$ cat src/assert_macros.svh
// assertion macros used by the scroller back end rtl
// no dependencies; included inside the ldms_back module body
`ifndef ASSERT_MACROS_SVH
`define ASSERT_MACROS_SVH

// same-cycle implication, disabled during reset
`define LDMS_ASSERT_IMP(lbl, clk_s, rst_s, ante, cons, msg) \
  lbl: assert property (@(posedge clk_s) disable iff (rst_s) (ante) |-> (cons)) \
    else $error(msg);

// next-cycle implication, disabled during reset
`define LDMS_ASSERT_NXT(lbl, clk_s, rst_s, ante, cons, msg) \
  lbl: assert property (@(posedge clk_s) disable iff (rst_s) (ante) |=> (cons)) \
    else $error(msg);

`endif

$ cat src/ldms_pkg.sv
// shared types, constants and font/orientation functions for the digit scroller
// no dependencies; imported by every scroller module
`timescale 1ns / 1ps

package ldms_pkg;

  localparam int MAX_DIGITS_DEF = 5;
  localparam int MATRIX_WIDTH   = 5;
  localparam int CELLS          = MATRIX_WIDTH * MATRIX_WIDTH;
  localparam int VALUE_W        = 16;
  localparam int BCD_DIGITS     = 5;
  localparam int BCD_W          = BCD_DIGITS * 4;
  localparam int CONV_CNT_W     = $clog2(VALUE_W);
  localparam int QUEUE_DEPTH    = 2;

  // clears the rightmost column of every row after a left shift
  localparam logic [CELLS-1:0] KEEP_AFTER_SHIFT = 25'h0F7BDEF;

  typedef struct packed {
    logic [VALUE_W-1:0] value;
  } num_word_t;

  typedef struct packed {
    logic [CELLS-1:0] led_mask;
    logic             last;
  } frame_word_t;

  typedef struct packed {
    logic [1:0] orientation;
  } cfg_word_t;

  // one converted number handed from front to back
  typedef struct packed {
    logic [BCD_DIGITS-1:0][3:0] bcd;
    logic [2:0]                 count;
  } job_t;

  typedef enum logic [1:0] {
    F_IDLE,
    F_CONV,
    F_PUSH
  } front_state_t;

  typedef enum logic {
    B_IDLE,
    B_RUN
  } back_state_t;

  typedef enum logic [1:0] {
    ORIENT_NORMAL,
    ORIENT_RIGHT,
    ORIENT_LEFT,
    ORIENT_FLIP
  } orient_t;

  // font rom: {row4, row3, row2, row1, row0}, bit c of a row is column c
  function automatic logic [CELLS-1:0] glyph_rows(input logic [3:0] digit);
    case (digit)
      4'd0:    glyph_rows = {5'h0E, 5'h0A, 5'h0A, 5'h0A, 5'h0E};
      4'd1:    glyph_rows = {5'h0E, 5'h04, 5'h04, 5'h06, 5'h04};
      4'd2:    glyph_rows = {5'h0E, 5'h02, 5'h0E, 5'h08, 5'h0E};
      4'd3:    glyph_rows = {5'h0E, 5'h08, 5'h0E, 5'h08, 5'h0E};
      4'd4:    glyph_rows = {5'h08, 5'h08, 5'h0E, 5'h0A, 5'h0A};
      4'd5:    glyph_rows = {5'h0E, 5'h08, 5'h0E, 5'h02, 5'h0E};
      4'd6:    glyph_rows = {5'h0E, 5'h0A, 5'h0E, 5'h02, 5'h0E};
      4'd7:    glyph_rows = {5'h08, 5'h08, 5'h08, 5'h08, 5'h0E};
      4'd8:    glyph_rows = {5'h0E, 5'h0A, 5'h0E, 5'h0A, 5'h0E};
      4'd9:    glyph_rows = {5'h0E, 5'h08, 5'h0E, 5'h0A, 5'h0E};
      default: glyph_rows = '0;
    endcase
  endfunction

  // glyph column col placed in the right edge column of the frame
  function automatic logic [CELLS-1:0] entering_column(input logic [3:0] digit,
                                                       input logic [2:0] col);
    logic [CELLS-1:0] rows;
    logic [4:0]       row;
    logic [CELLS-1:0] bits;
    rows = glyph_rows(digit);
    bits = '0;
    for (int r = 0; r < MATRIX_WIDTH; r++) begin
      row = rows[r*MATRIX_WIDTH +: MATRIX_WIDTH];
      bits[r*MATRIX_WIDTH + MATRIX_WIDTH - 1] = (col < 3'd5) ? row[col] : 1'b0;
    end
    return bits;
  endfunction

  // logical pixel r*5+c to physical led bit, per orientation
  function automatic logic [CELLS-1:0] to_physical(input logic [CELLS-1:0] logical,
                                                   input orient_t orient);
    logic [CELLS-1:0] rt;
    logic [CELLS-1:0] lt;
    logic [CELLS-1:0] fl;
    for (int r = 0; r < MATRIX_WIDTH; r++) begin
      for (int c = 0; c < MATRIX_WIDTH; c++) begin
        rt[20 - 5*c + r]        = logical[r*MATRIX_WIDTH + c];
        lt[4 + 5*c - r]         = logical[r*MATRIX_WIDTH + c];
        fl[24 - (5*r + c)]      = logical[r*MATRIX_WIDTH + c];
      end
    end
    case (orient)
      ORIENT_NORMAL: return logical;
      ORIENT_RIGHT:  return rt;
      ORIENT_LEFT:   return lt;
      ORIENT_FLIP:   return fl;
      default:       return logical;
    endcase
  endfunction

endpackage

$ cat src/ldms_queue.sv
// small word queue between the converter and the frame generator
// depends on ldms_pkg
`timescale 1ns / 1ps

module ldms_queue (
  input  logic           clk,
  input  logic           rst,
  input  ldms_pkg::job_t in_job,
  input  logic           in_valid,
  output logic           in_ready,
  output ldms_pkg::job_t out_job,
  output logic           out_valid,
  input  logic           out_ready
);
  import ldms_pkg::*;

  localparam int PtrW = (QUEUE_DEPTH > 1) ? $clog2(QUEUE_DEPTH) : 1;
  localparam int CntW = $clog2(QUEUE_DEPTH + 1);
  localparam logic [PtrW-1:0] LastPtr = PtrW'(QUEUE_DEPTH - 1);
  localparam logic [CntW-1:0] Full    = CntW'(QUEUE_DEPTH);

  job_t            mem [QUEUE_DEPTH];
  logic [PtrW-1:0] wr_ptr;
  logic [PtrW-1:0] rd_ptr;
  logic [CntW-1:0] fill;
  logic            push;
  logic            pop;

  assign in_ready  = (fill != Full);
  assign out_valid = (fill != '0);
  assign push      = in_valid && in_ready;
  assign pop       = out_valid && out_ready;
  assign out_job   = mem[rd_ptr];

  // pointers and fill level
  always_ff @(posedge clk) begin
    if (rst) begin
      wr_ptr <= '0;
      rd_ptr <= '0;
      fill   <= '0;
    end else begin
      if (push) begin
        wr_ptr <= (wr_ptr == LastPtr) ? '0 : wr_ptr + 1'b1;
      end
      if (pop) begin
        rd_ptr <= (rd_ptr == LastPtr) ? '0 : rd_ptr + 1'b1;
      end
      if (push && !pop) begin
        fill <= fill + 1'b1;
      end else if (pop && !push) begin
        fill <= fill - 1'b1;
      end
    end
  end

  // storage
  always_ff @(posedge clk) begin
    if (push) begin
      mem[wr_ptr] <= in_job;
    end
  end

endmodule

$ cat config.mk
export PLATFORM = sky130hd
export DESIGN_NAME = ldms_queue
export DESIGN_NICKNAME = d
export VERILOG_FILES = /design/src/assert_macros.svh /design/src/ldms_pkg.sv /design/src/ldms_queue.sv
export SDC_FILE = /design/constraint.sdc
export NUM_CORES = 1
export LEC_CHECK = 0
export BUFFER_PORTS_ARGS = -buffer_cell sky130_fd_sc_hd__buf_2
export CORE_MARGIN = 3
export CORE_UTILIZATION = 50
export DETAILED_ROUTE_END_ITERATION = 8
export PLACE_DENSITY_LB_ADDON = 0.08
export SYNTH_ARGS = -nofsm -noshare
export SYNTH_HDL_FRONTEND = slang
export SYNTH_SLANG_ARGS = --single-unit
$ cat constraint.sdc
create_clock -name clk -period 4.6 [get_ports clk]
set_input_delay 0.69 -clock clk [delete_from_list [all_inputs] [get_ports clk]]
set_output_delay 0.69 -clock clk [all_outputs]
set_load 0.02 [all_outputs]
==> results.yml <==
placed_design:
  port_buffers: 51
  place_congestion: 0.635
  dpl.cell_count: 190
  dp_hpwl_um: 1890
setup_path:
  critPathArrivalTime_ps: 1860
  crit_fanout: 23
  required_ps: 3910
  r2r_cells: 2
  path_class: "reg2out"
  cp-end-kind: "primary output"
  r2r_start: "fill[0]$_SDFFE_PP0P_"
  crit_path_start_kind: "flop"
global_route:
  grt_pass1_vias: 989
  grt_usage: 0.131
  overflow: 0
  grt_max_degree: 24
  antenna_found_initial: 0
  grt_pass1_wl_um: 4210
die:
  dieArea_um2: 4520
  rows: 21
  core-area_um2: 3470
  io_pins: 52
  die_h_um: 67.2
  die_x_um: 67.2
  start_util: 0.540
synthesis:
  yosys-top-cells-count: "edfxtp_1 (46), mux2_2 (23), dfxtp_1 (5)"
  synth_adder_area_share: 0.00668
  ys_ff_latch: 51
  synthTopCellsByArea: "edfxtp_1 (74%), mux2_2 (14%), dfxtp_1 (5.3%)"
  ys_seq_area_frac: 0.791
  synth_top_cell_by_area: "edfxtp_1"
  synth_xor_area_frac: 0.0140
  synthMuxAreaShare: 0.138
  synth_area_um2: 1870
  synth-compound-area-share: 0.0160
  synth_edf_count: 46
  synth_top_family_by_area: "multiplexers"
  async_flop_share: 0
  syn_area_per_cell_um2: 19.7
  synth.most_common_cell: "edfxtp_1"
  yosysTopAreaCellShare: 0.737
  syn-num-nets: 123
  synth_warnings: 0
  syn_inst: 95
  synth_cell_types: 17
  synth-simple-area-share: 0.0267
  postSynth.topFlopCell: "edfxtp_1"
detailed_routing:
  avgViaCountPerCell: 4.97
  ant_nets: 0
  drt-total-wl_um: 2770
  num_vias: 985
  drc: 0
  wl_per_cell_um: 14.0
  drtIter0Drc: 13
  firstDrtPassIters: 2
sta:
  max_freq_mhz: 391
  skew_ps: 2.52
  max_slew_margin: 0.281
  hold_viol: 0
  rsz0062_at_grt: "no"
  layout_worst_path_cycle_share: 0.555
  setup-tns-final_ps: 0
  drv_slew: 0
  worstMarginPinSlew_ps: 1080
  period_needed_ps: 2550
  setup_viol_count_final: 0
cts:
  postCtsSetupRepairBufs: 0
  cts.sinks: 51
  numCtsBuffers: 5
  clk_path_buf_depth: 2
  hold_buffers: 0
  clk-insertion-delay-late_ps: 290
  clkTransAtPathRegs_ps: 80
  h-tree-depth: 2
  cts_tree: "yes"
  cts_resized: 0
  clockRootBuffer: "clkbuf_8"
layout:
  nNetsFinal: 179
  area_delta_synth_final_pct: 20.5
  diodes: 0
  filler_cell_count: 268
  instances_no_fill: 198
  drive_gt1_frac: 0.539
power_and_ir_drop:
  p_leak_uw: 0.000858
  p_per_area_nw_per_um2: 533
  ir_drop_mv: 0.331
run_status:
  status: "completed"
hold_path:
  hold_path.startpoint: "rd_ptr$_SDFFE_PP0P_"
  worstHoldPathType: "reg2reg"
  min_path_cells: 2
flow_run:
  cap_violations: 0
## power by group
part	switching, uW	total [uW]	internal (uW)
Combinational	195	346	151
Clock	122	229	107
Sequential	46.4	629	582
Total	364	1200	840
## cell type report
type                       count  area (um2)  share of cell area
timing repair buffer          51         255               0.113
multi-input combinational     41         378               0.167
inverter                       1        3.75             0.00166
clock inverter                 1        5.00             0.00222
sequential                    51        1480               0.656
tap                           46        57.6              0.0255
clock buffer                   7        76.3              0.0338
## layout by cell type (no fill, tap or decap)
| cell | netlist | final |
|---|---|---|
| buf_2 | 2 | 51 |
| edfxtp_1 | 46 | 46 |
| mux2_2 | 23 | 23 |
| dfxtp_1 | 5 | 5 |
| clkbuf_8 | 0 | 5 |
| xor2_1 | 3 | 3 |
| nor2_1 | 3 | 3 |
| o21ai_0 | 2 | 2 |
| a21oi_1 | 2 | 2 |
| clkbuf_1 | 0 | 2 |
| nand2b_1 | 1 | 1 |
| and2_1 | 1 | 1 |
| or2_2 | 1 | 1 |
| and3_1 | 1 | 1 |
| nand3b_1 | 1 | 1 |
| inv_1 | 1 | 1 |
| a21bo_2 | 1 | 1 |
| or3_1 | 1 | 1 |
| ha_1 | 1 | 1 |
| clkinv_2 | 0 | 1 |
## flip-flops by register name (all words and copies together) (netlist names), named ones only
name / count
fill: 2
mem: 46
rd_ptr: 1
wr_ptr: 1
## routing by layer
| metal | GRT usage | vias to the layer above | part of all wire |
|---|---|---|---|
| li1 | - | 471 | - |
| met5 | 0 | - | 0 |
| met1 | 0.149 | 475 | 0.40 |
| met4 | 0.0456 | 0 | 0.0069 |
| met2 | 0.229 | 35 | 0.53 |
| met3 | 0.0449 | 4 | 0.063 |
## logic make-up after synthesis
logic type	count (synthesis)
AOI/OAI and AO/OA	5
buffers and inverters	3
and+or+nand+nor	9
DFF	51
adders and majority gates	1
muxes	23
xor gates and xnor gates	3
## stage by stage
stage / total power, uW / instance area [um2] / utilization / worst slack, ps / hold slack, ps
after floorplan: 878 / 1870 / - / 2860 / 471
final: 1200 / 2260 / 0.651 / 2050 / 529
after global placement: 981 / 2180 / 0.627 / 2320 / 486
after global routing: 1270 / 2260 / 0.651 / 1900 / 558
after CTS: 1220 / 2260 / 0.651 / 1990 / 530
after detailed placement: 990 / 2180 / 0.627 / 2320 / 506
## critical path, cell delays in order, from the launching register on
cell	delay [ps]
dfxtp_1	990
mux2_2	430
buf_2	160
## final timing paths
kind	to	slack (ps)
worst max-delay path	out_job[16]	2050
worst min-delay path	rd_ptr$_SDFFE_PP0P_	530
worst max register to register	mem[1][18]$_DFFE_PP_	2710
worst min register to register	rd_ptr$_SDFFE_PP0P_	530
No activity file was read; power rests on OpenSTA's default activity.
