<file path="config.mk">
export PLATFORM = sky130hd
export DESIGN_NAME = ldms_back_flat
export DESIGN_NICKNAME = d
export VERILOG_FILES = /design/src/ldms_pkg.sv /design/src/ldms_stream_if.sv /design/src/ldms_back.sv /design/src/flat_wrapper.sv
export VERILOG_INCLUDE_DIRS = /design/src /design/src/src
export SDC_FILE = /design/constraint.sdc
export NUM_CORES = 1
export LEC_CHECK = 0
export BUFFER_PORTS_ARGS = -buffer_cell sky130_fd_sc_hd__buf_2
export CORE_AREA = 4 4 41 43
export DETAILED_ROUTE_END_ITERATION = 8
export DIE_AREA = 0 0 45 47
export PLACE_DENSITY = 0.75
export SLEW_MARGIN = 20
export SYNTH_ARGS = -nofsm -noshare
export SYNTH_HDL_FRONTEND = slang
export SYNTH_SLANG_ARGS = --single-unit
</file>
<file path="constraint.sdc">
create_clock -name clk -period 1.7 [get_ports clk]
set_input_delay 0.17 -clock clk [delete_from_list [all_inputs] [get_ports clk]]
set_output_delay 0.17 -clock clk [all_outputs]
set_load 0.05 [all_outputs]
</file>
<file path="src/assert_macros.svh">
// assertion macros used by the scroller back end rtl
// no dependencies; included inside the ldms_back module body
`ifndef ASSERT_MACROS_SVH
`define ASSERT_MACROS_SVH

// same-cycle implication, disabled during reset
`define LDMS_ASSERT_IMP(lbl, clk_s, rst_s, ante, cons, msg) \
  lbl: assert property (@(posedge clk_s) disable iff (rst_s) (ante) |-> (cons)) \
    else $error(msg);

// next-cycle implication, disabled during reset
`define LDMS_ASSERT_NXT(lbl, clk_s, rst_s, ante, cons, msg) \
  lbl: assert property (@(posedge clk_s) disable iff (rst_s) (ante) |=> (cons)) \
    else $error(msg);

`endif

</file>
<file path="src/ldms_pkg.sv">
// shared types, constants and font/orientation functions for the digit scroller
// no dependencies; imported by every scroller module
`timescale 1ns / 1ps

package ldms_pkg;

  localparam int MAX_DIGITS_DEF = 5;
  localparam int MATRIX_WIDTH   = 5;
  localparam int CELLS          = MATRIX_WIDTH * MATRIX_WIDTH;
  localparam int VALUE_W        = 16;
  localparam int BCD_DIGITS     = 5;
  localparam int BCD_W          = BCD_DIGITS * 4;
  localparam int CONV_CNT_W     = $clog2(VALUE_W);
  localparam int QUEUE_DEPTH    = 2;

  // clears the rightmost column of every row after a left shift
  localparam logic [CELLS-1:0] KEEP_AFTER_SHIFT = 25'h0F7BDEF;

  typedef struct packed {
    logic [VALUE_W-1:0] value;
  } num_word_t;

  typedef struct packed {
    logic [CELLS-1:0] led_mask;
    logic             last;
  } frame_word_t;

  typedef struct packed {
    logic [1:0] orientation;
  } cfg_word_t;

  // one converted number handed from front to back
  typedef struct packed {
    logic [BCD_DIGITS-1:0][3:0] bcd;
    logic [2:0]                 count;
  } job_t;

  typedef enum logic [1:0] {
    F_IDLE,
    F_CONV,
    F_PUSH
  } front_state_t;

  typedef enum logic {
    B_IDLE,
    B_RUN
  } back_state_t;

  typedef enum logic [1:0] {
    ORIENT_NORMAL,
    ORIENT_RIGHT,
    ORIENT_LEFT,
    ORIENT_FLIP
  } orient_t;

  // font rom: {row4, row3, row2, row1, row0}, bit c of a row is column c
  function automatic logic [CELLS-1:0] glyph_rows(input logic [3:0] digit);
    case (digit)
      4'd0:    glyph_rows = {5'h0E, 5'h0A, 5'h0A, 5'h0A, 5'h0E};
      4'd1:    glyph_rows = {5'h0E, 5'h04, 5'h04, 5'h06, 5'h04};
      4'd2:    glyph_rows = {5'h0E, 5'h02, 5'h0E, 5'h08, 5'h0E};
      4'd3:    glyph_rows = {5'h0E, 5'h08, 5'h0E, 5'h08, 5'h0E};
      4'd4:    glyph_rows = {5'h08, 5'h08, 5'h0E, 5'h0A, 5'h0A};
      4'd5:    glyph_rows = {5'h0E, 5'h08, 5'h0E, 5'h02, 5'h0E};
      4'd6:    glyph_rows = {5'h0E, 5'h0A, 5'h0E, 5'h02, 5'h0E};
      4'd7:    glyph_rows = {5'h08, 5'h08, 5'h08, 5'h08, 5'h0E};
      4'd8:    glyph_rows = {5'h0E, 5'h0A, 5'h0E, 5'h0A, 5'h0E};
      4'd9:    glyph_rows = {5'h0E, 5'h08, 5'h0E, 5'h0A, 5'h0E};
      default: glyph_rows = '0;
    endcase
  endfunction

  // glyph column col placed in the right edge column of the frame
  function automatic logic [CELLS-1:0] entering_column(input logic [3:0] digit,
                                                       input logic [2:0] col);
    logic [CELLS-1:0] rows;
    logic [4:0]       row;
    logic [CELLS-1:0] bits;
    rows = glyph_rows(digit);
    bits = '0;
    for (int r = 0; r < MATRIX_WIDTH; r++) begin
      row = rows[r*MATRIX_WIDTH +: MATRIX_WIDTH];
      bits[r*MATRIX_WIDTH + MATRIX_WIDTH - 1] = (col < 3'd5) ? row[col] : 1'b0;
    end
    return bits;
  endfunction

  // logical pixel r*5+c to physical led bit, per orientation
  function automatic logic [CELLS-1:0] to_physical(input logic [CELLS-1:0] logical,
                                                   input orient_t orient);
    logic [CELLS-1:0] rt;
    logic [CELLS-1:0] lt;
    logic [CELLS-1:0] fl;
    for (int r = 0; r < MATRIX_WIDTH; r++) begin
      for (int c = 0; c < MATRIX_WIDTH; c++) begin
        rt[20 - 5*c + r]        = logical[r*MATRIX_WIDTH + c];
        lt[4 + 5*c - r]         = logical[r*MATRIX_WIDTH + c];
        fl[24 - (5*r + c)]      = logical[r*MATRIX_WIDTH + c];
      end
    end
    case (orient)
      ORIENT_NORMAL: return logical;
      ORIENT_RIGHT:  return rt;
      ORIENT_LEFT:   return lt;
      ORIENT_FLIP:   return fl;
      default:       return logical;
    endcase
  endfunction

endpackage

</file>
<file path="src/ldms_stream_if.sv">
// valid/ready channel carrying one payload word
// no dependencies; payload type set by the instantiating code
`timescale 1ns / 1ps

interface ldms_stream_if #(
  parameter type payload_t = logic
) ();
  logic     valid;
  logic     ready;
  payload_t data;

  modport source (output valid, output data, input ready);
  modport sink   (input valid, input data, output ready);
endinterface

</file>
<file path="src/ldms_back.sv">
// back end: builds the scrolling frames of one number and drives the output register
// depends on ldms_pkg, ldms_stream_if and assert_macros.svh
`timescale 1ns / 1ps

module ldms_back #(
  parameter int MAX_DIGITS = ldms_pkg::MAX_DIGITS_DEF
) (
  input  logic              clk,
  input  logic              rst,
  input  ldms_pkg::job_t    job,
  input  logic              job_valid,
  output logic              job_ready,
  input  ldms_pkg::orient_t orientation,
  ldms_stream_if.source     frames
);
  import ldms_pkg::*;
  `include "assert_macros.svh"

  localparam int DptrW = (MAX_DIGITS > 1) ? $clog2(MAX_DIGITS) : 1;
  localparam logic [2:0] LastCol = 3'(MATRIX_WIDTH - 1);

  back_state_t      state;
  back_state_t      state_next;
  logic [3:0]       digit_store [MAX_DIGITS];
  logic [DptrW-1:0] dptr;
  logic [2:0]       col;
  logic             tail;
  logic [CELLS-1:0] column_frame;
  logic [CELLS-1:0] entering;
  logic [CELLS-1:0] frame_now;
  logic             step;
  logic             fin;
  logic             start;
  logic             out_valid;
  frame_word_t      out_word;

  // state register
  always_ff @(posedge clk) begin
    if (rst) begin
      state <= B_IDLE;
    end else begin
      state <= state_next;
    end
  end

  // next state, frame step and end of run
  always_comb begin
    state_next = state;
    job_ready  = 1'b0;
    start      = 1'b0;
    step       = 1'b0;
    fin        = 1'b0;
    case (state)
      B_IDLE: begin
        job_ready = 1'b1;
        if (job_valid) begin
          start      = 1'b1;
          state_next = B_RUN;
        end
      end
      B_RUN: begin
        step = !out_valid || frames.ready;
        fin  = tail && (col == LastCol);
        if (step && fin) begin
          state_next = B_IDLE;
        end
      end
      default: state_next = B_IDLE;
    endcase
  end

  // current frame: shifted columns plus the entering glyph column
  assign entering  = tail ? '0 : entering_column(digit_store[dptr], col);
  assign frame_now = column_frame | entering;

  // run bookkeeping: digit pointer counts down from the most significant digit
  always_ff @(posedge clk) begin
    if (start) begin
      for (int k = 0; k < MAX_DIGITS; k++) begin
        digit_store[k] <= job.bcd[k];
      end
      dptr         <= DptrW'(job.count - 3'd1);
      col          <= '0;
      tail         <= 1'b0;
      column_frame <= '0;
    end else if (step) begin
      column_frame <= (frame_now >> 1) & KEEP_AFTER_SHIFT;
      if (col == LastCol) begin
        col <= '0;
        if (!tail) begin
          if (dptr == '0) begin
            tail <= 1'b1;
          end else begin
            dptr <= dptr - 1'b1;
          end
        end
      end else begin
        col <= col + 1'b1;
      end
    end
  end

  // output register
  always_ff @(posedge clk) begin
    if (rst) begin
      out_valid <= 1'b0;
    end else if (step) begin
      out_valid <= 1'b1;
    end else if (frames.ready) begin
      out_valid <= 1'b0;
    end
  end

  always_ff @(posedge clk) begin
    if (step) begin
      out_word.led_mask <= to_physical(frame_now, orientation);
      out_word.last     <= fin;
    end
  end

  assign frames.valid = out_valid;
  assign frames.data  = out_word;

  // checks
  `LDMS_ASSERT_NXT(a_last_ends_run, clk, rst, step && fin, state == B_IDLE, "run did not end after last frame")
  `LDMS_ASSERT_IMP(a_clean_start, clk, rst, state == B_RUN && $past(state) == B_IDLE, column_frame == '0 && col == '0 && !tail, "run started with stale frame")
  `LDMS_ASSERT_NXT(a_tail_follows_digits, clk, rst, step && !tail && dptr == '0 && col == LastCol, tail, "blank tail missing after last digit")

endmodule

</file>
<file path="src/flat_wrapper.sv">
// flat-port wrapper written by rule: the top's interface ports become plain ports
module ldms_back_flat import ldms_pkg::*;
#(
  parameter int MAX_DIGITS = ldms_pkg::MAX_DIGITS_DEF
)
  (clk, rst, job, job_valid, job_ready, orientation, frames_valid, frames_data, frames_ready);
  ldms_stream_if frames_i ();
  input  logic clk;
  input  logic rst;
  input  ldms_pkg::job_t job;
  input  logic job_valid;
  output logic job_ready;
  input  ldms_pkg::orient_t orientation;
  output wire logic [$bits(frames_i.valid)-1:0] frames_valid;
  output wire logic [$bits(frames_i.data)-1:0] frames_data;
  input wire logic [$bits(frames_i.ready)-1:0] frames_ready;
  assign frames_valid = frames_i.valid;
  assign frames_data = frames_i.data;
  assign frames_i.ready = frames_ready;
  ldms_back #(.MAX_DIGITS(MAX_DIGITS)) u_core (.clk(clk), .rst(rst), .job(job), .job_valid(job_valid), .job_ready(job_ready), .orientation(orientation), .frames(frames_i));
endmodule
</file>
==> results by group, run 1 <==
STA
  – Max_slew headroom: 80.0%
  – RSZ-0062 raised after global routing: false
  – Period utilization: 86.6%
  – Final Slew Violations: 0
  – Hold_ws: 0.0666 ns
  – Max Clk Rate: 0.679 GHz
  – Fin Setup TNS: 0 ns
  – Final hold vios: 0
  – Clock skew: 0.00294 ns
  – Pin slew with the least headroom to its limit: 0.300 ns
  – Min Clock Period, post-route: 1.47 ns
  – Final setup fails: 0

Setup path
  – Crit path required time: 1.72 ns
  – CP peak stage delay: 0.46 ns
  – Crit path cell chain: nand2b_1 > mux2i_1 > ha_1 > xnor2_1
  – Critical path class: flip-flop to flip-flop
  – Slowest-stage cell, CP: dfxtp_1
  – Worst EP arrival: 1.49 ns
  – Setup crit end kind: flip-flop
  – Worst setup SP type: flip-flop
  – Worst path top cell family by delay: flip-flops
  – Worst Path Buf+Inv: 0
  – Max FO, Critical Path: 8

Clock network
  – Worst-skew pair later-pin latency: 0.26 ns
  – Clk sinks: 10
  – H-tree depth: 1
  – Clock Path Buffers: 2
  – Worst-path clk slew: 0.07 ns
  – Post-CTS Resized: 0
  – CTS tree: built
  – CTS Hold Bufs: 0
  – Num CTS Buffers: 3
  – Setup Buffers After CTS: 0
  – CTS Root Cell: clkbuf_4

Synthesis
  – Complex-gate fraction of the synthesized area: 13.1%
  – Commonest cells post-synth: dfxtp_1 (6), a21oi_1 (4), edfxtp_1 (4), inv_1 (4), o21ai_0 (4)
  – Synth Area in Simple Gates: 16.5%
  – Syn Nets: 79
  – Synth top area cells: dfxtp_1 (25%), edfxtp_1 (25%), ha_1 (7.9%)
  – Cell taking the most area after synthesis: dfxtp_1
  – Post-Synth Adder-Cell Area: 7.87%
  – Synth Area in XOR/XNOR: 1.84%
  – Largest family of logic cells by synthesized area: simple AND/OR/NAND/NOR gates
  – Synth warn: 0
  – Synthesized cell area: 477 sq um
  – Cell with the most instances after synthesis: dfxtp_1
  – Synth Instances: 47
  – Syn_area_per_cell: 10.1 sq um
  – Primary FF master, synth: dfxtp_1
  – Post-synth top area share: 25.2%
  – Post-synth EDFFs: 4
  – Post-synthesis sequential area ratio: 50.4%
  – Synth unique cells: 21
  – Synth Register Bits: 10
  – Async SR Flop Fraction: 0%
  – Multiplexer share of the synthesized area: 6.30%

Route
  – Drt pass-1 iters: 4
  – ANT nets after route: 0
  – DRT Wirelength: 825 um
  – Routed len/inst: 10.9 um
  – Initial DRC Count: 2
  – Vias/cell: 5.08
  – Via count: 386
  – Drt drc: 0

Floorplanning
  – Ports: 32
  – Die Y: 47 um
  – Chip Width: 45 um
  – Initial Util: 36.6%
  – # rows: 13
  – CORE AREA: 1300 sq um
  – Die area: 2120 sq um

Cells and area
  – Design Area, Final: 584 sq um
  – Final nets: 94
  – Layout cells sized above 1: 24.6%
  – P&R area growth vs syn: 22.6%
  – Inserted Diodes: 0
  – Layout Cells excl Fill: 76

Place
  – Hpwl dp: 615 um
  – Cell Area, Placed: 548 sq um
  – DP Cell Count: 72
  – GPL Wtd Cong: 0.683
  – IO buf count: 9

Power
  – Leak Pwr: 0.250 nW
  – Cell Pwr Density: 1010 nW/um^2
  – Peak VDD IR: 510 uV

Global routing
  – Vias in the first global route: 369
  – Initial antenna violation count: 0
  – First-pass GRT wire length: 1440 um
  – GRT Total Usage: 9.94%
  – Grt ovf: 0
  – Largest net degree at the start of global routing: 9

Min path
  – HP Class: input pin to flip-flop

Run
  – Max Cap Violations: 0

Outcome
  – Status: complete, no violations
==> layout by cell type, fill, tap and decap left out, drive strengths merged, types with 2 or more instances in the layout <==
master  instances
a21oi           4
buf            10
clkbuf          4
dfxtp           6
edfxtp          4
ha              3
inv             5
mux2i           3
nand2b          2
nand3           2
nor2            2
nor3            3
o21ai           4
==> routing by layer <==
layer	vias up	track usage [%]	routed length (um)
met1	175	10.2	374
met2	15	15.5	359
met3	0	6.51	91
met5	-	0	0
li1	196	-	-
met4	0	5.26	0
==> report_power, final <==
group | internal, mW | leakage, nW | switching, mW
logic | 0.0393 | 0.141 | 0.0534
clock network | 0.130 | 0.0210 | 0.0826
registers | 0.274 | 0.0876 | 0.0140
total | 0.443 | 0.250 | 0.150
==> stage by stage <==
step / total power [mW] / worst slack, ns / util, %
6_report: 0.593 / 0.228 / 44.9
5_1_grt: 0.636 / 0.125 / 44.9
4_1_cts: 0.603 / 0.208 / 44.9
3_5_place_dp: 0.386 / 0.255 / 42.1
3_3_place_gp: 0.383 / 0.227 / 42.1
2_1_floorplan: 0.359 / 0.265 / -
==> final timing paths <==
kind                                   start             endpoint  slack [ns]  cells past startpoint
worst max-delay path            u_core.state       u_core.dptr[2]        0.23                      4
worst min-delay path                     rst  u_core.frames.valid        0.07                      2
worst max register to register  u_core.state       u_core.dptr[2]        0.23                      4
worst min register to register   u_core.tail          u_core.tail        0.49                      2
==> flip-flops by register name, indices dropped and copies added (netlist names) <==
signal               flops
u_core.frames.valid      1
u_core.frames.data       1
u_core.col               3
u_core.dptr              3
u_core.tail              1
u_core.state             1
==> final cells by class <==
| cell class | instances | area (sq um) |
|---|---|---|
| Inverter | 5 | 18.8 |
| Fill cell | 137 | 717 |
| Sequential cell | 10 | 240 |
| Timing Repair Buffer | 10 | 52.6 |
| Clock buffer | 4 | 36.3 |
| Tap cell | 15 | 18.8 |
| Multi-Input combinational cell | 32 | 218 |
==> logic make-up after synthesis <==
logic type                 Yosys count
adders and majority gates            3
AOI/OAI and AO/OA                   11
buffers and inverters                5
DFF                                 10
muxes                                3
and+or+nand+nor                     14
xor gates and xnor gates             1
Note: power is estimated with default switching activity, not from simulation.
==> run 2, diff against run 1 <==
--- a/config.mk
+++ b/config.mk
@@ -6,11 +6,12 @@
 export SDC_FILE = /design/constraint.sdc
 export NUM_CORES = 1
 export LEC_CHECK = 0
+export ABC_AREA = 1
 export BUFFER_PORTS_ARGS = -buffer_cell sky130_fd_sc_hd__buf_2
-export CORE_AREA = 4 4 41 43
+export CORE_MARGIN = 4
+export CORE_UTILIZATION = 40
 export DETAILED_ROUTE_END_ITERATION = 8
-export DIE_AREA = 0 0 45 47
-export PLACE_DENSITY = 0.75
+export PLACE_DENSITY = 0.8
 export SLEW_MARGIN = 20
 export SYNTH_ARGS = -nofsm -noshare
 export SYNTH_HDL_FRONTEND = slang
==> run 2 against run 1 <==
Net effect:
- final cell count grew 26%
- hold slack is essentially flat
- sequential power is essentially flat
- critical path depth grew 3
- critical path type unchanged
- highest routed layer is now met4
==> results by group, run 2 <==
Cells and area
  – Commonest cells after routing, fill and taps aside: nand2_1 (20), inv_1 (11), nor2_1 (9), buf_2 (9), dfxtp_1 (6)
  – Inserted Diodes: 0
  – Fillers: 115
  – Final nets: 116
  – Most common cell after layout, fill and taps aside: nand2_1
  – Layout Cells excl Fill: 96
  – Layout cells sized above 1: 20.7%
  – P&R area growth vs syn: 17.6%
  – Util after Layout: 52.9%
  – Regs by FF count: u_core.col: 3 flops, u_core.dptr: 3 flops
  – Design Area, Final: 619 sq um

Synthesis
  – Synth Instances: 69
  – Async SR Flop Fraction: 0%
  – Cell with the most instances after synthesis: nand2_1
  – Syn Nets: 101
  – Synth Register Bits: 10
  – Syn_area_per_cell: 7.63 sq um
  – Synth warn: 0
  – Post-synthesis sequential area ratio: 45.6%
  – Synth top area cells: dfxtp_1 (23%), edfxtp_1 (23%), nand2_1 (14%)
  – Primary FF master, synth: dfxtp_1
  – Commonest cells post-synth: nand2_1 (20), inv_1 (11), nor2_1 (9)
  – Synthesized cell area: 527 sq um
  – Cell taking the most area after synthesis: dfxtp_1
  – Post-synth EDFFs: 4
  – Post-synth top area share: 22.8%
  – Synth unique cells: 15

Route
  – Drt pass-1 iters: 2
  – Initial DRC Count: 1
  – Drt drc: 0
  – Vias/cell: 4.46
  – Via count: 428
  – Routed len/inst: 9.84 um
  – DRT Wirelength: 945 um
  – ANT nets after route: 0

Clock network
  – Post-CTS Resized: 0
  – CTS Hold Bufs: 0
  – Num CTS Buffers: 3
  – H-tree depth: 1
  – CTS tree: built
  – CTS Root Cell: clkbuf_4
  – Clock Path Buffers: 2
  – Clk sinks: 10
  – Worst-path clk slew: 0.06 ns
  – Setup Buffers After CTS: 0
  – Worst-skew pair later-pin latency: 0.26 ns

Setup path
  – Worst reg2reg path depth: 7
  – Crit path cell chain: inv_2 > nand2_4 > o21ai_0 > ha_1 > inv_1 > nand2_1 > nand2_1
  – CP Depth: 7
  – Max FO, Critical Path: 9
  – Critical path class: flip-flop to flip-flop
  – CP peak stage delay: 0.35 ns
  – Worst setup SP type: flip-flop
  – Worst Path Buf+Inv: 2
  – CP most frequent cell: nand2_1
  – Slowest-stage cell, CP: dfxtp_1
  – Worst path top cell family by delay: flip-flops
  – Worst EP arrival: 1.52 ns
  – Setup crit end kind: flip-flop
  – Crit path required time: 1.72 ns

STA
  – Pin slew with the least headroom to its limit: 0.291 ns
  – Setup ws final: 0.201 ns
  – Hold_ws: 0.0665 ns
  – Clock skew: 0.00263 ns
  – Max Clk Rate: 0.667 GHz
  – Fin Setup TNS: 0 ns
  – Max_slew headroom: 80.4%
  – Final Slew Violations: 0
  – Min Clock Period, post-route: 1.50 ns
  – Period utilization: 88.2%
  – Final hold vios: 0
  – Final setup fails: 0
  – RSZ-0062 raised after global routing: false

Place
  – Pre-CTS setup slack: 0.202 ns
  – DP Cell Count: 93
  – GPL Wtd Cong: 0.781
  – IO buf count: 9
  – Hpwl dp: 749 um
  – Cell Area, Placed: 597 sq um

Power
  – Cell Pwr Density: 920 nW/um^2
  – Power, Total: 0.570 mW
  – Leak Pwr: 0.319 nW
  – Peak VDD IR: 506 uV

Floorplanning
  – Initial Util: 45.0%
  – Ports: 32
  – # rows: 12
  – Die area: 1960 sq um
  – Die Y: 44.3 um
  – CORE AREA: 1170 sq um
  – Chip Width: 44.3 um

Run
  – Max Cap Violations: 0

Outcome
  – Status: complete, no violations

Min path
  – HP Class: input pin to flip-flop
  – WHS Path Cells: 2

Global routing
  – Initial antenna violation count: 0
  – Vias in the first global route: 379
  – GRT Total Usage: 10.6%
  – First-pass GRT wire length: 1440 um
  – Largest net degree at the start of global routing: 10
  – Grt ovf: 0
[run 2: worst paths after layout]
path                                    start  slack, ns                  end
worst max-delay path             u_core.state       0.20       u_core.dptr[2]
worst min-delay path                      rst       0.07  u_core.frames.valid
worst min register to register  u_core.col[1]       0.51        u_core.col[1]
worst max register to register   u_core.state       0.20       u_core.dptr[2]
[run 2: final cells by class]
type | count | area [sq um] | area share, %
multi-input combinational | 46 | 238 | 38.4
timing repair buffer | 10 | 52.6 | 8.48
clock buffer | 3 | 22.5 | 3.64
sequential | 10 | 240 | 38.8
inverter | 13 | 48.8 | 7.88
tap | 14 | 17.5 | 2.83
[run 2: power breakdown]
group	switching, mW	internal, mW	leakage (nW)
Sequential	0.0137	0.276	0.0882
Clock	0.0769	0.0817	0.0138
Combinational	0.0779	0.0437	0.217
Total	0.168	0.401	0.319
[run 2: routing by layer]
layer / global-route usage, % / vias to the layer above / routed length (um)
met5: 0 / - / 0
met4: 5.42 / 0 / 13
met3: 7.72 / 2 / 79
met2: 15.4 / 11 / 415
met1: 11.3 / 175 / 436
li1: - / 240 / -
[run 2: cell families (layout without fill, tap and decap cells)]
group,after synthesis,after routing,synth area share [%]
simple gates,35,35,27.8
buf+inv,13,26,9.26
flops,10,10,45.6
compound gates,8,8,10.2
fa+ha+maj,3,3,7.13
